File: config.mk
export PLATFORM = sky130hd
export DESIGN_NAME = calendar_clock_counter_flat
export DESIGN_NICKNAME = d
export VERILOG_FILES = /design/src/rtl/ccc_pkg.sv /design/src/rtl/ccc_if.sv /design/src/rtl/calendar_clock_counter.sv /design/src/flat_wrapper.sv
export SDC_FILE = /design/constraint.sdc
export NUM_CORES = 1
export LEC_CHECK = 0
export BUFFER_PORTS_ARGS = -buffer_cell sky130_fd_sc_hd__buf_2
export CORE_AREA = 3 3 112 168
export DETAILED_ROUTE_END_ITERATION = 8
export DIE_AREA = 0 0 115 171
export MAX_ROUTING_LAYER = met4
export PLACE_DENSITY = 0.79
export SLEW_MARGIN = 20
export SYNTH_ARGS = -nofsm -noshare
export SYNTH_HDL_FRONTEND = slang
export SYNTH_SLANG_ARGS = --single-unit
File: constraint.sdc
create_clock -name clk_i -period 11.15 [get_ports clk_i]
set_clock_uncertainty 0.1 [all_clocks]
set_input_delay 2.7875 -clock clk_i [delete_from_list [all_inputs] [get_ports clk_i]]
set_output_delay 2.7875 -clock clk_i [all_outputs]
set_load 0.02 [all_outputs]
File: src/rtl/ccc_pkg.sv
// Package for the calendar clock counter: constants, types and day-rollover helper.
`default_nettype none
package ccc_pkg;

  localparam int unsigned MsPerSecondDefault = 1000;

  localparam int unsigned MsW     = 16;
  localparam int unsigned ElapsedW = 12;
  localparam int unsigned SecW    = 6;
  localparam int unsigned MinW    = 6;
  localparam int unsigned HourW   = 5;
  localparam int unsigned DayW    = 5;
  localparam int unsigned MonW    = 4;
  localparam int unsigned YearW   = 8;

  localparam logic [SecW:0]  SecLimit   = (SecW+1)'(60);
  localparam logic [MinW:0]  MinLimit   = (MinW+1)'(60);
  localparam logic [HourW:0] HourLimit  = (HourW+1)'(24);
  localparam logic [MonW:0]  MonLimit   = (MonW+1)'(13);
  localparam logic [DayW:0]  DayLimFeb  = (DayW+1)'(29);
  localparam logic [DayW:0]  DayLim30   = (DayW+1)'(31);
  localparam logic [DayW:0]  DayLim31   = (DayW+1)'(32);

  localparam logic [MonW-1:0] MonFeb = MonW'(2);
  localparam logic [MonW-1:0] MonApr = MonW'(4);
  localparam logic [MonW-1:0] MonJun = MonW'(6);
  localparam logic [MonW-1:0] MonSep = MonW'(9);
  localparam logic [MonW-1:0] MonNov = MonW'(11);

  typedef enum logic {
    KIND_ADVANCE = 1'b0,
    KIND_LOAD    = 1'b1
  } kind_e;

  typedef struct packed {
    logic [SecW-1:0]  second;
    logic [MinW-1:0]  minute;
    logic [HourW-1:0] hour;
    logic [DayW-1:0]  day;
    logic [MonW-1:0]  month;
    logic [YearW-1:0] year;
  } cal_time_t;

  typedef struct packed {
    kind_e               kind;
    logic [ElapsedW-1:0] elapsed_ms;
    cal_time_t           set_time;
  } cal_req_t;

  // true when the incremented day runs past the end of the month
  function automatic logic day_overflows(logic [MonW-1:0] mon, logic [DayW:0] day);
    logic ovf;
    if (mon == MonFeb) begin
      ovf = (day >= DayLimFeb);
    end else if (mon == MonApr || mon == MonJun || mon == MonSep || mon == MonNov) begin
      ovf = (day >= DayLim30);
    end else begin
      ovf = (day >= DayLim31);
    end
    return ovf;
  endfunction

endpackage
`default_nettype wire

File: src/rtl/ccc_if.sv
// Request and response channel interfaces of the calendar clock counter.
`default_nettype none
interface ccc_req_if;
  import ccc_pkg::*;
  logic                valid;
  logic                ready;
  logic                kind;
  logic [ElapsedW-1:0] elapsed_ms;
  logic [SecW-1:0]     set_second;
  logic [MinW-1:0]     set_minute;
  logic [HourW-1:0]    set_hour;
  logic [DayW-1:0]     set_day;
  logic [MonW-1:0]     set_month;
  logic [YearW-1:0]    set_year;

  modport source (
    output valid, kind, elapsed_ms, set_second, set_minute, set_hour, set_day,
           set_month, set_year,
    input  ready
  );
  modport sink (
    input  valid, kind, elapsed_ms, set_second, set_minute, set_hour, set_day,
           set_month, set_year,
    output ready
  );
endinterface

interface ccc_rsp_if;
  import ccc_pkg::*;
  logic             valid;
  logic             ready;
  logic [SecW-1:0]  second;
  logic [MinW-1:0]  minute;
  logic [HourW-1:0] hour;
  logic [DayW-1:0]  day;
  logic [MonW-1:0]  month;
  logic [YearW-1:0] year;
  logic [MsW-1:0]   leftover_ms;

  modport source (
    output valid, second, minute, hour, day, month, year, leftover_ms,
    input  ready
  );
  modport sink (
    input  valid, second, minute, hour, day, month, year, leftover_ms,
    output ready
  );
endinterface
`default_nettype wire

File: src/rtl/calendar_clock_counter.sv
// Calendar clock counter top level: request register, calendar update, response register.
//
// Usage:
//   req channel: kind 0 adds elapsed_ms to the millisecond accumulator (saturating
//   at 65535) and takes at most one second from it; kind 1 loads all counters and
//   clears the accumulator. rsp channel: one response per request with the time
//   and the leftover milliseconds after that request.
//   Path: an accepted request is held in the request register, and its response
//   in the response register until it is taken. Throughput: one request per cycle
//   while responses are taken; the calendar update is a single add, compare and
//   increment ripple between those registers.
//   Stall: while a response waits unaccepted, the request register still takes
//   one request; after that req.ready drops until rsp.ready returns.
//   Reset: rst_ni clears the counters, the accumulator and both valid flags;
//   no response is pending after reset.
`default_nettype none
module calendar_clock_counter #(
  parameter int unsigned MS_PER_SECOND = ccc_pkg::MsPerSecondDefault
) (
  input  wire logic clk_i,
  input  wire logic rst_ni,
  ccc_req_if.sink   req,
  ccc_rsp_if.source rsp
);
  import ccc_pkg::*;

  localparam logic [MsW-1:0] MsPerSec = MsW'(MS_PER_SECOND);

  logic      in_valid_q;
  cal_req_t  in_q;
  logic      in_adv;

  cal_time_t time_q, time_d;
  logic [MsW-1:0] ms_q, ms_d;

  logic      out_valid_q;
  cal_time_t out_time_q;
  logic [MsW-1:0] out_ms_q;

  logic [MsW:0]    sum;
  logic [MsW-1:0]  sat;
  logic [SecW:0]   sec_inc;
  logic [MinW:0]   min_inc;
  logic [HourW:0]  hour_inc;
  logic [DayW:0]   day_inc;
  logic [MonW:0]   mon_inc;
  cal_time_t       ticked;

  assign in_adv    = in_valid_q && (!out_valid_q || rsp.ready);
  assign req.ready = !in_valid_q || in_adv;

  always_ff @(posedge clk_i or negedge rst_ni) begin
    if (!rst_ni) begin
      in_valid_q <= 1'b0;
    end else if (req.ready) begin
      in_valid_q <= req.valid;
    end
  end

  always_ff @(posedge clk_i) begin
    if (req.valid && req.ready) begin
      in_q.kind       <= kind_e'(req.kind);
      in_q.elapsed_ms <= req.elapsed_ms;
      in_q.set_time   <= '{second: req.set_second, minute: req.set_minute,
                           hour: req.set_hour, day: req.set_day,
                           month: req.set_month, year: req.set_year};
    end
  end

  always_comb begin
    sec_inc  = {1'b0, time_q.second} + 1'b1;
    min_inc  = {1'b0, time_q.minute} + 1'b1;
    hour_inc = {1'b0, time_q.hour} + 1'b1;
    day_inc  = {1'b0, time_q.day} + 1'b1;
    mon_inc  = {1'b0, time_q.month} + 1'b1;
    ticked   = time_q;
    if (sec_inc < SecLimit) begin
      ticked.second = sec_inc[SecW-1:0];
    end else begin
      ticked.second = '0;
      if (min_inc < MinLimit) begin
        ticked.minute = min_inc[MinW-1:0];
      end else begin
        ticked.minute = '0;
        if (hour_inc < HourLimit) begin
          ticked.hour = hour_inc[HourW-1:0];
        end else begin
          ticked.hour = '0;
          if (!day_overflows(time_q.month, day_inc)) begin
            ticked.day = day_inc[DayW-1:0];
          end else begin
            ticked.day = DayW'(1);
            if (mon_inc < MonLimit) begin
              ticked.month = mon_inc[MonW-1:0];
            end else begin
              ticked.month = MonW'(1);
              ticked.year  = time_q.year + 1'b1;
            end
          end
        end
      end
    end
  end

  always_comb begin
    sum    = {1'b0, ms_q} + {{(MsW+1-ElapsedW){1'b0}}, in_q.elapsed_ms};
    sat    = sum[MsW] ? '1 : sum[MsW-1:0];
    time_d = time_q;
    ms_d   = ms_q;
    unique case (in_q.kind)
      KIND_ADVANCE: begin
        if (sat >= MsPerSec) begin
          ms_d   = sat - MsPerSec;
          time_d = ticked;
        end else begin
          ms_d = sat;
        end
      end
      KIND_LOAD: begin
        ms_d   = '0;
        time_d = in_q.set_time;
      end
      default: begin
        ms_d   = ms_q;
        time_d = time_q;
      end
    endcase
  end

  always_ff @(posedge clk_i or negedge rst_ni) begin
    if (!rst_ni) begin
      time_q      <= '0;
      ms_q        <= '0;
      out_valid_q <= 1'b0;
    end else begin
      if (in_adv) begin
        time_q <= time_d;
        ms_q   <= ms_d;
      end
      if (in_adv) begin
        out_valid_q <= 1'b1;
      end else if (rsp.ready) begin
        out_valid_q <= 1'b0;
      end
    end
  end

  always_ff @(posedge clk_i) begin
    if (in_adv) begin
      out_time_q <= time_d;
      out_ms_q   <= ms_d;
    end
  end

  assign rsp.valid       = out_valid_q;
  assign rsp.second      = out_time_q.second;
  assign rsp.minute      = out_time_q.minute;
  assign rsp.hour        = out_time_q.hour;
  assign rsp.day         = out_time_q.day;
  assign rsp.month       = out_time_q.month;
  assign rsp.year        = out_time_q.year;
  assign rsp.leftover_ms = out_ms_q;

endmodule
`default_nettype wire

File: src/flat_wrapper.sv
// flat-port wrapper written by rule: the top's interface ports become plain ports
module calendar_clock_counter_flat import ccc_pkg::*;
#(
  parameter int unsigned MS_PER_SECOND = ccc_pkg::MsPerSecondDefault
)
  (clk_i, rst_ni, req_valid, req_kind, req_elapsed_ms, req_set_second, req_set_minute, req_set_hour, req_set_day, req_set_month, req_set_year, req_ready, rsp_valid, rsp_second, rsp_minute, rsp_hour, rsp_day, rsp_month, rsp_year, rsp_leftover_ms, rsp_ready);
  ccc_req_if req_i ();
  ccc_rsp_if rsp_i ();
  input  wire logic clk_i;
  input  wire logic rst_ni;
  input wire logic [$bits(req_i.valid)-1:0] req_valid;
  input wire logic [$bits(req_i.kind)-1:0] req_kind;
  input wire logic [$bits(req_i.elapsed_ms)-1:0] req_elapsed_ms;
  input wire logic [$bits(req_i.set_second)-1:0] req_set_second;
  input wire logic [$bits(req_i.set_minute)-1:0] req_set_minute;
  input wire logic [$bits(req_i.set_hour)-1:0] req_set_hour;
  input wire logic [$bits(req_i.set_day)-1:0] req_set_day;
  input wire logic [$bits(req_i.set_month)-1:0] req_set_month;
  input wire logic [$bits(req_i.set_year)-1:0] req_set_year;
  output wire logic [$bits(req_i.ready)-1:0] req_ready;
  output wire logic [$bits(rsp_i.valid)-1:0] rsp_valid;
  output wire logic [$bits(rsp_i.second)-1:0] rsp_second;
  output wire logic [$bits(rsp_i.minute)-1:0] rsp_minute;
  output wire logic [$bits(rsp_i.hour)-1:0] rsp_hour;
  output wire logic [$bits(rsp_i.day)-1:0] rsp_day;
  output wire logic [$bits(rsp_i.month)-1:0] rsp_month;
  output wire logic [$bits(rsp_i.year)-1:0] rsp_year;
  output wire logic [$bits(rsp_i.leftover_ms)-1:0] rsp_leftover_ms;
  input wire logic [$bits(rsp_i.ready)-1:0] rsp_ready;
  assign req_i.valid = req_valid;
  assign req_i.kind = req_kind;
  assign req_i.elapsed_ms = req_elapsed_ms;
  assign req_i.set_second = req_set_second;
  assign req_i.set_minute = req_set_minute;
  assign req_i.set_hour = req_set_hour;
  assign req_i.set_day = req_set_day;
  assign req_i.set_month = req_set_month;
  assign req_i.set_year = req_set_year;
  assign req_ready = req_i.ready;
  assign rsp_valid = rsp_i.valid;
  assign rsp_second = rsp_i.second;
  assign rsp_minute = rsp_i.minute;
  assign rsp_hour = rsp_i.hour;
  assign rsp_day = rsp_i.day;
  assign rsp_month = rsp_i.month;
  assign rsp_year = rsp_i.year;
  assign rsp_leftover_ms = rsp_i.leftover_ms;
  assign rsp_i.ready = rsp_ready;
  calendar_clock_counter #(.MS_PER_SECOND(MS_PER_SECOND)) u_core (.clk_i(clk_i), .rst_ni(rst_ni), .req(req_i), .rsp(rsp_i));
endmodule
==> results of run 1 <==
registers in the layout, indices dropped and copies added (netlist names):
register / count
u_core.rsp.leftover_ms: 16
u_core.rsp.day: 5
u_core.rsp.valid: 1
u_core.in_q: 47
u_core.ms_q: 16
u_core.rsp.hour: 5
u_core.rsp.minute: 6
u_core.rsp.second: 6
u_core.in_valid_q: 1
u_core.time_q: 34
u_core.rsp.year: 8
u_core.rsp.month: 4
worst max path at each step:
| stage | cells past startpoint | slack (ps) | to |
|---|---|---|---|
| 3_3_place_gp | 3 | 5040 | req_ready |
| 6_report | 3 | 5010 | req_ready |
| 2_1_floorplan | 1 | 5200 | req_ready |
| 5_1_grt | 3 | 4970 | req_ready |
| 3_5_place_dp | 3 | 5010 | req_ready |
| 4_1_cts | 3 | 5010 | req_ready |
cell usage after synthesis, types with 9 or more instances:
library cell  instances  area, um^2
ha_1                 25       312.8
o21ai_0              54       270.3
a21oi_1              35       175.2
and2_1               12       75.07
a31oi_1              26       162.7
and3_1               12       75.07
xnor2_1              16       140.1
dfrtp_1              52        1301
nor2_1               67       251.5
nand2b_1             10       62.56
nand4_1               9       56.30
clkbuf_1             38       142.6
o31ai_1              12       90.09
a21o_1               13       97.59
nand3_1              33       165.2
nor2b_1               9       56.30
a211oi_1             15       112.6
nor3_1               12       60.06
nand2_1              95       356.6
a22oi_1               9       67.56
mux2i_1              11       110.1
edfxtp_1             97        2913
inv_1                20       75.07
o211ai_1             10       75.07
buf_2                11       55.05
report_power, final:
part           internal (mW)  switching, mW
logic                  0.373          0.642
clock network          0.346          0.225
registers              0.719          0.102
total                   1.44          0.969
cells in the final DEF (no fill, tap or decap), types with 9 or more instances in the layout:
cell,instances
buf_2,102
a31oi_1,26
inv_1,19
clkbuf_16,17
a211oi_1,15
dfrtp_1,52
o211ai_1,10
o21ai_0,54
o31ai_1,12
a21o_1,13
nand4_1,9
a21oi_1,35
and2_1,11
xnor2_1,16
buf_4,10
nor2b_1,9
mux2i_1,11
and3_1,12
nand2_1,94
nand2b_1,10
nand3_1,33
nor2_1,67
edfxtp_1,97
a22oi_1,9
nor3_1,12
ha_1,25
stage by stage:
step / hold WS, ps / instances / cell area, um^2 / power, mW / utilization [%]
global route: 412.1 / 1141 / 9726 / 2.567 / 55.82
floorplan: 352.5 / 838 / 8514 / 1.604 / -
global placement: 367.2 / 1108 / 9124 / 1.805 / 52.37
finish: 389.0 / 1141 / 9726 / 2.406 / 55.82
CTS: 395.8 / 1141 / 9726 / 2.407 / 55.82
detailed placement: 381.5 / 1109 / 9144 / 1.833 / 52.48
critical path: stages:
cell,delay (ps)
buf_2,100
nand3b_1,180
buf_2,180
kinds of logic after synthesis:
| family | share of synthesized area [%] |
|---|---|
| multiplexers | 2.219 |
| flip-flops | 49.49 |
| AO/OA/AOI/OAI | 21.62 |
| adder cells (fa/ha/maj) | 4.026 |
| XOR/XNOR | 2.160 |
| AND/OR/NAND/NOR | 16.71 |
| buffers and inverters | 3.777 |
final cells by class:
cell class,count,area (um^2)
sequential,149,4214
multi-input combinational,614,3983
tap,213,266.5
clock inverter,9,103.9
clock buffer,23,478.0
timing repair buffer,113,605.6
inverter,20,75.07
fill,1518,7696
routing by layer:
metal	GRT usage, %	vias up	part of all wire, %
met1	24.24	3372	37
met3	5.060	56	5.7
li1	-	3334	-
met5	-	-	0
met2	38.86	250	54
met4	10.27	0	3.6
==> results.ini, run 1 <==
[global_routing]
grt_max_degree=81
overflow=0
grt_pass1_vias=6996
grt_pass1_wl_um=33950
antenna_found_initial=0
grt_use_total_pct=22.44

[setup_path]
startpoint=rsp_ready
cp-end-kind=primary output
worstReg2RegEnd=u_core.rsp.minute[0]
worstPathRequired_ps=8260
reg2reg_depth=12
worstSetupPathType=in2out
rrSetupSlack_ps=6820
worstPathArrival_ps=3250
cp_max_fo=3
regToRegStartpoint=u_core.ms_q[0]
startpoint_type=input pin

[timing]
finalMaxSlewViolations=0
hold_viol=0
setup_viol=0
tightestPinTransition_ps=1148
clock.fmax_mhz=163.0
fin_setup_tns_ps=0
max_slew_margin_pct=23.18
min_period_ps=6136
setup_ws_ps=5014
fin_crit_sh_pct=55.03
rsz0062_at_grt=no

[routing]
drt_pass1_iterations=5
drt-initial-drc-count=512
avgViaCountPerCell=6.145
vias=7012
drt_wl_total_um=21040
wl_per_cell_um=18.44
drc=0
drtAntennaViolNets=0

[floorplanning]
die_x_um=115
core_area_um2=17420
die_y_um=171
ioPinCount=103
start_util_pct=48.87
die_area_um2=19670
placementRows=59

[hold_path]
hold-path-endpoint=u_core.ms_q[2]
hold_class=reg2reg
min-delay-start=u_core.ms_q[2]
worstHoldPathCells=2

[pwr]
leakagePower_nw=3.775
ir_drop_mv=0.1407
power_density_nw_per_um2=247.4

[synthesis]
netlist_instances=838
syn_area_um2=8514
ys_ff_latch=149
ys_types=80
synth_seq_area_share_pct=49.49
ys_warn_count=0
synth_nets=915
synthArstFlopShare_pct=34.90
syn_avg_cell_area_um2=10.16
synthFlopType=edfxtp_1
synth_edf_count=97

[run_status]
status=completed

[final_layout]
drive_above_1_share_pct=19.72
syn_to_final_growth_pct=14.22
final_nets=992
antennaDiodeCount=0

[clocking]
post_cts_resized=0
tritoncts=done
clockRootBuffer=clkbuf_16
postCtsHoldBufs=0
htree_levels=4
cts.sinks=149
cts_setup_buffers=0
numCtsBuffers=17
clkSlewWorstSetupHoldPaths_ps=60
clock_latency_ps=430
cts_buffer_depth=2

[placed_design]
io_buffers=102
place_ws_ps=5014
dp_hpwl_um=14330
gp_congestion=0.9191

[run]
cap_violations=0

Note: power is estimated with default switching activity, not from simulation.
==> run 2: changes to the inputs <==
Settings changed: PLACE_DENSITY 0.79 to 0.82.
Clock period 11.15 ns to 5.3 ns, I/O delays scaled along.
==> results.ini, run 2 (same netlist as run 1, synthesis figures left out) <==
[timing]
fin_crit_sh_pct=80.99
min_period_ps=4293
rsz0062_at_grt=no
tightestPinTransition_ps=1080
finalMaxSlewViolations=0
fin_setup_tns_ps=0
setup_ws_ps=1007
setup_viol=0
hold_viol=0
clock.fmax_mhz=233.0
max_slew_margin_pct=27.73

[final_layout]
largest_reg_flops=47
antennaDiodeCount=0
n_fill_cell=1506
final_nets=992
mostFrequentLayoutCells=buf_2, edfxtp_1, nand2_1
multiInputGateArea_um2=3983
top_register=u_core.in_q
fin_util_pct=55.92
largestRegisters=u_core.in_q x47, u_core.time_q x34
syn_to_final_growth_pct=14.42
final_common_cell=buf_2
regArea_um2=4214
drive_above_1_share_pct=19.72

[global_routing]
grt_max_degree=92
antenna_found_initial=0
grt_pass1_vias=7037
overflow=0
grt_use_total_pct=23.66
grt_pass1_wl_um=35450

[clocking]
cts_setup_buffers=0
numCtsBuffers=17
post_cts_resized=0
clock_latency_ps=440
clockRootBuffer=clkbuf_16
htree_levels=4
cts.sinks=149
clkSlewWorstSetupHoldPaths_ps=60
postCtsHoldBufs=0
tritoncts=done
cts_buffer_depth=2

[setup_path]
worstSetupPathType=reg2reg
startpoint=u_core.ms_q[0]
cp_max_fo=12
reg2reg_depth=13
worstPathArrival_ps=4460
slowest_stage=a211oi_1
startpoint_type=register
cp-end-kind=register
worstPathRequired_ps=5470
regToRegStartpoint=u_core.ms_q[0]
cpPeakStageDelay_ps=580
cp_cell_sequence=ha_1 -> fa_1 -> a21o_1 -> and4_1 -> o21ai_0 -> nand3_1 -> nor2_1 -> nand3_1 -> buf_4 -> buf_4 -> a211oi_1 -> mux2i_1 -> o21ai_0

[routing]
drtAntennaViolNets=0
drc=0
drt_pass1_iterations=5
drt-initial-drc-count=662
vias=7148
drt_wl_total_um=21940
wl_per_cell_um=19.23
avgViaCountPerCell=6.265

[pwr]
leakagePower_nw=3.772
ir_drop_mv=0.2392
finalPower_mw=5.119
power_density_nw_per_um2=525.5

[placed_design]
gp_congestion=0.9144
io_buffers=102
place_ws_ps=1170
dp_hpwl_um=14640

[floorplanning]
start_util_pct=48.87
placementRows=59
ioPinCount=103
die_y_um=171
die_area_um2=19670
core_area_um2=17420
die_x_um=115

[hold_path]
worstHoldPathCells=2
hold_class=reg2reg
min-delay-start=u_core.ms_q[4]

[run_status]
status=completed

[run]
cap_violations=0

[run 2: cell count changes in the layout (fill, tap and decap cells not counted), sizes merged]
cell,before,now
bufinv,2,3
clkbuf,23,19
inv,20,21
clkinvlp,2,4
[run 2: through the flow]
| step | instances | instance area [um^2] | hold slack [ps] |
|---|---|---|---|
| 6_report | 1141 | 9742 | 385.3 |
| 5_1_grt | 1141 | 9742 | 416.2 |
| 3_3_place_gp | 1109 | 9144 | 366.4 |
| 4_1_cts | 1141 | 9742 | 387.3 |
| 3_5_place_dp | 1109 | 9144 | 374.1 |
| 2_1_floorplan | 838 | 8514 | 352.5 |
[run 2: cell type report]
type,instances,area share (%)
timing repair buffer,113,6.216
clock buffer,19,4.547
sequential,149,43.26
multi-input combinational,614,40.88
tap,213,2.736
clock inverter,13,1.593
inverter,20,0.7706
[run 2: path summary, 6_finish.rpt]
path                                        end  slack (ps)
min in group asynchronous      u_core.time_q[7]         700
max reg2reg                u_core.rsp.minute[0]        1010
max in group asynchronous        u_core.ms_q[1]        3510
max                        u_core.rsp.minute[0]        1010
min                              u_core.ms_q[4]         390
min reg2reg                      u_core.ms_q[4]         390
[run 2: layer usage]
layer	vias up	GRT usage [%]	share of wire [%]
li1	3339	-	-
met1	3445	26.45	38
met2	286	40.40	53
met3	78	4.989	5.6
met4	0	10.52	3.4
met5	-	-	0
[run 2: worst max-delay path: cells and delay by family, from the launching register on]
kind | cells | cell delay, ps
AO/OA/AOI/OAI | 4 | 1210
AND/OR/NAND/NOR | 4 | 1070
adder cells (fa/ha/maj) | 2 | 650
buffers and inverters | 2 | 560
flip-flops | 1 | 380
multiplexers | 1 | 170
[run 2: power by group]
part	leakage (nW)	internal, mW	total, mW	switching (mW)
registers	1.55	1.51	1.74	0.224
clock network	0.280	0.748	1.23	0.483
logic	1.94	0.784	2.15	1.37
total	3.77	3.04	5.12	2.07
==> run 3: changes to the inputs <==
Settings changed: ABC_AREA set to 1, CORE_AREA 3 3 112 168 to 3 3 110 165, DIE_AREA 0 0 115 171 to 0 0 113 168.
Clock period 5.3 ns to 3.6 ns, I/O delays scaled along.
==> results.ini, run 3 <==
[run_status]
status=completed

[pwr]
power_density_nw_per_um2=796.3
leakagePower_nw=4.813
finalPower_mw=7.615
ir_drop_mv=0.4329

[timing]
fin_setup_tns_ps=0
setup_ws_ps=288.4
setup_viol=0
finalMaxSlewViolations=0
hold_viol=0
rsz0062_at_grt=no
min_period_ps=3312
clock.fmax_mhz=302.0
max_slew_margin_pct=48.28
fin_crit_sh_pct=91.99
tightestPinTransition_ps=774.7

[clocking]
postCtsHoldBufs=0
clock_latency_ps=430
htree_levels=4
clkSlewWorstSetupHoldPaths_ps=60
cts.sinks=149
numCtsBuffers=17
clockRootBuffer=clkbuf_16
tritoncts=done
cts_buffer_depth=2

[floorplanning]
die_x_um=113
die_y_um=168
start_util_pct=48.78
placementRows=58
core_area_um2=16840
ioPinCount=103
die_area_um2=18980

[final_layout]
drive_above_1_share_pct=15.80
largestRegisters=u_core.in_q x47, u_core.time_q x34
final_nets=1197
mostFrequentLayoutCells=nand2_1, inv_1, buf_2
final_common_cell=nand2_1
syn_to_final_growth_pct=16.44
largest_reg_flops=47
top_register=u_core.in_q
antennaDiodeCount=0

[routing]
drt-initial-drc-count=409
drtAntennaViolNets=0
avgViaCountPerCell=5.189
drc=0
wl_per_cell_um=14.74
vias=6969
drt_wl_total_um=19790
drt_pass1_iterations=6

[hold_path]
min-delay-start=u_core.ms_q[5]
hold-path-endpoint=u_core.ms_q[5]
hold_class=reg2reg
worstHoldPathCells=2

[global_routing]
grt_pass1_wl_um=32800
grt_pass1_vias=6825
grt_use_total_pct=22.36
grt_max_degree=93
overflow=0
antenna_found_initial=0

[setup_path]
crit_top_cell=nand2_1
crit_cells=19
cp_cell_sequence=ha_1 -> fa_1 -> nand2_1 -> nand2_1 -> nand3_2 -> nand2_2 -> a21boi_4 -> buf_4 -> nand2_2 -> nor2_4 -> nand2_1 -> nor2_4 -> nand3_4 -> buf_4 -> nand3_1 -> nand2_1 -> nor2_1 -> nand2_1 -> nand2_1
worstSetupPathType=reg2reg
rrSetupSlack_ps=290
regToRegStartpoint=u_core.ms_q[0]
startpoint_type=register
cp-end-kind=register
worstReg2RegEnd=u_core.ms_q[8]
worstPathArrival_ps=3570
cp_max_fo=15
crit_family=simple AND/OR/NAND/NOR gates
reg2reg_depth=19
worstPathRequired_ps=3860
cpPeakStageDelay_ps=410
cp_num_buf_inv=2
slowest_stage=fa_1

[synthesis]
synth_edf_count=97
syn_area_um2=8213
synthMostInstantiatedCell=nand2_1
ys_warn_count=0
synth_nets=1092
synth.area.top_cells=edfxtp_1, nand2_1, dfrtp_1, nand3_1, inv_1
netlist_instances=1015
synthArstFlopShare_pct=34.90
ys_ff_latch=149
synth_largest_area_cell=edfxtp_1
synth_seq_area_share_pct=51.31
synth.top_cells.by_count=nand2_1, inv_1, edfxtp_1, nand3_1, dfrtp_1
synth_top_area_share_pct=35.47
synthFlopType=edfxtp_1
syn_avg_cell_area_um2=8.092
ys_types=40

[placed_design]
dp_hpwl_um=14020
gp_congestion=0.8995
place_ws_ps=274.3
io_buffers=102

[run]
cap_violations=0

==> run 3: final cells by class <==
type                       count  area [um^2]
sequential                   149         4214
multi-input combinational    715         3416
tap                          210        262.8
clock inverter                11        127.6
fill                        1543         7273
clock buffer                  21        440.4
timing repair buffer         117        648.1
inverter                     120        454.2
==> run 3: per-layer routing <==
metal,GRT usage (%),part of all wire (%),up-vias
met5,-,0,-
met4,9.362,2.9,0
met3,3.200,3.6,46
met2,39.76,55,191
met1,24.88,39,3244
li1,-,-,3488
==> run 3: how the worst max path moves through the flow <==
stage	startpoint	to	slack (ps)
2_1_floorplan	rsp_ready	u_core.rsp.day[0]	270
3_3_place_gp	u_core.ms_q[0]	u_core.rsp.second[0]	420
3_5_place_dp	u_core.ms_q[0]	u_core.ms_q[5]	270
4_1_cts	u_core.ms_q[0]	u_core.ms_q[5]	240
5_1_grt	u_core.ms_q[0]	u_core.ms_q[5]	3
6_report	u_core.ms_q[0]	u_core.ms_q[8]	290
==> run 3: kinds of logic (layout without fill, tap and decap cells) <==
group	count (synthesis)	in the layout	synth area share (%)
flip-flops	149	149	51.31
AND/OR/NAND/NOR	615	615	32.07
XOR/XNOR	7	7	0.7465
AO/OA/AOI/OAI	67	67	4.418
adder cells (fa/ha/maj)	26	26	4.052
buffers and inverters	151	269	7.404
==> run 3: worst reg2reg max path: cells and delay by family (launching register included) <==
kind | cells | cell delay (ps)
AO/OA/AOI/OAI | 1 | 180
buffers and inverters | 2 | 390
adder cells (fa/ha/maj) | 2 | 650
flip-flops | 1 | 380
AND/OR/NAND/NOR | 14 | 1540
==> run 3: repair_timing <==
| item | in CTS | in global routing |
|---|---|---|
| resized for setup | 0 | 6 |
| setup endpoints to repair | 0 | 12 |
| buffers inserted | 0 | 0 |
==> run 3: power by group <==
group / leakage, nW / total (mW) / switching [mW] / internal, mW
Clock: 0.270 / 1.72 / 0.699 / 1.02
Combinational: 2.94 / 3.22 / 2.14 / 1.07
Sequential: 1.60 / 2.67 / 0.337 / 2.34
Total: 4.81 / 7.62 / 3.18 / 4.43
==> run 3: through the flow <==
| step | cells | hold slack, ps | util, % | area, um^2 |
|---|---|---|---|---|
| detailed placement | 1311 | 378.0 | 53.28 | 8970 |
| CTS | 1343 | 393.4 | 56.65 | 9538 |
| finish | 1343 | 396.5 | 56.80 | 9563 |
| global route | 1343 | 426.0 | 56.80 | 9563 |
| global placement | 1311 | 373.6 | 53.28 | 8970 |
| floorplan | 1015 | 355.4 | - | 8213 |
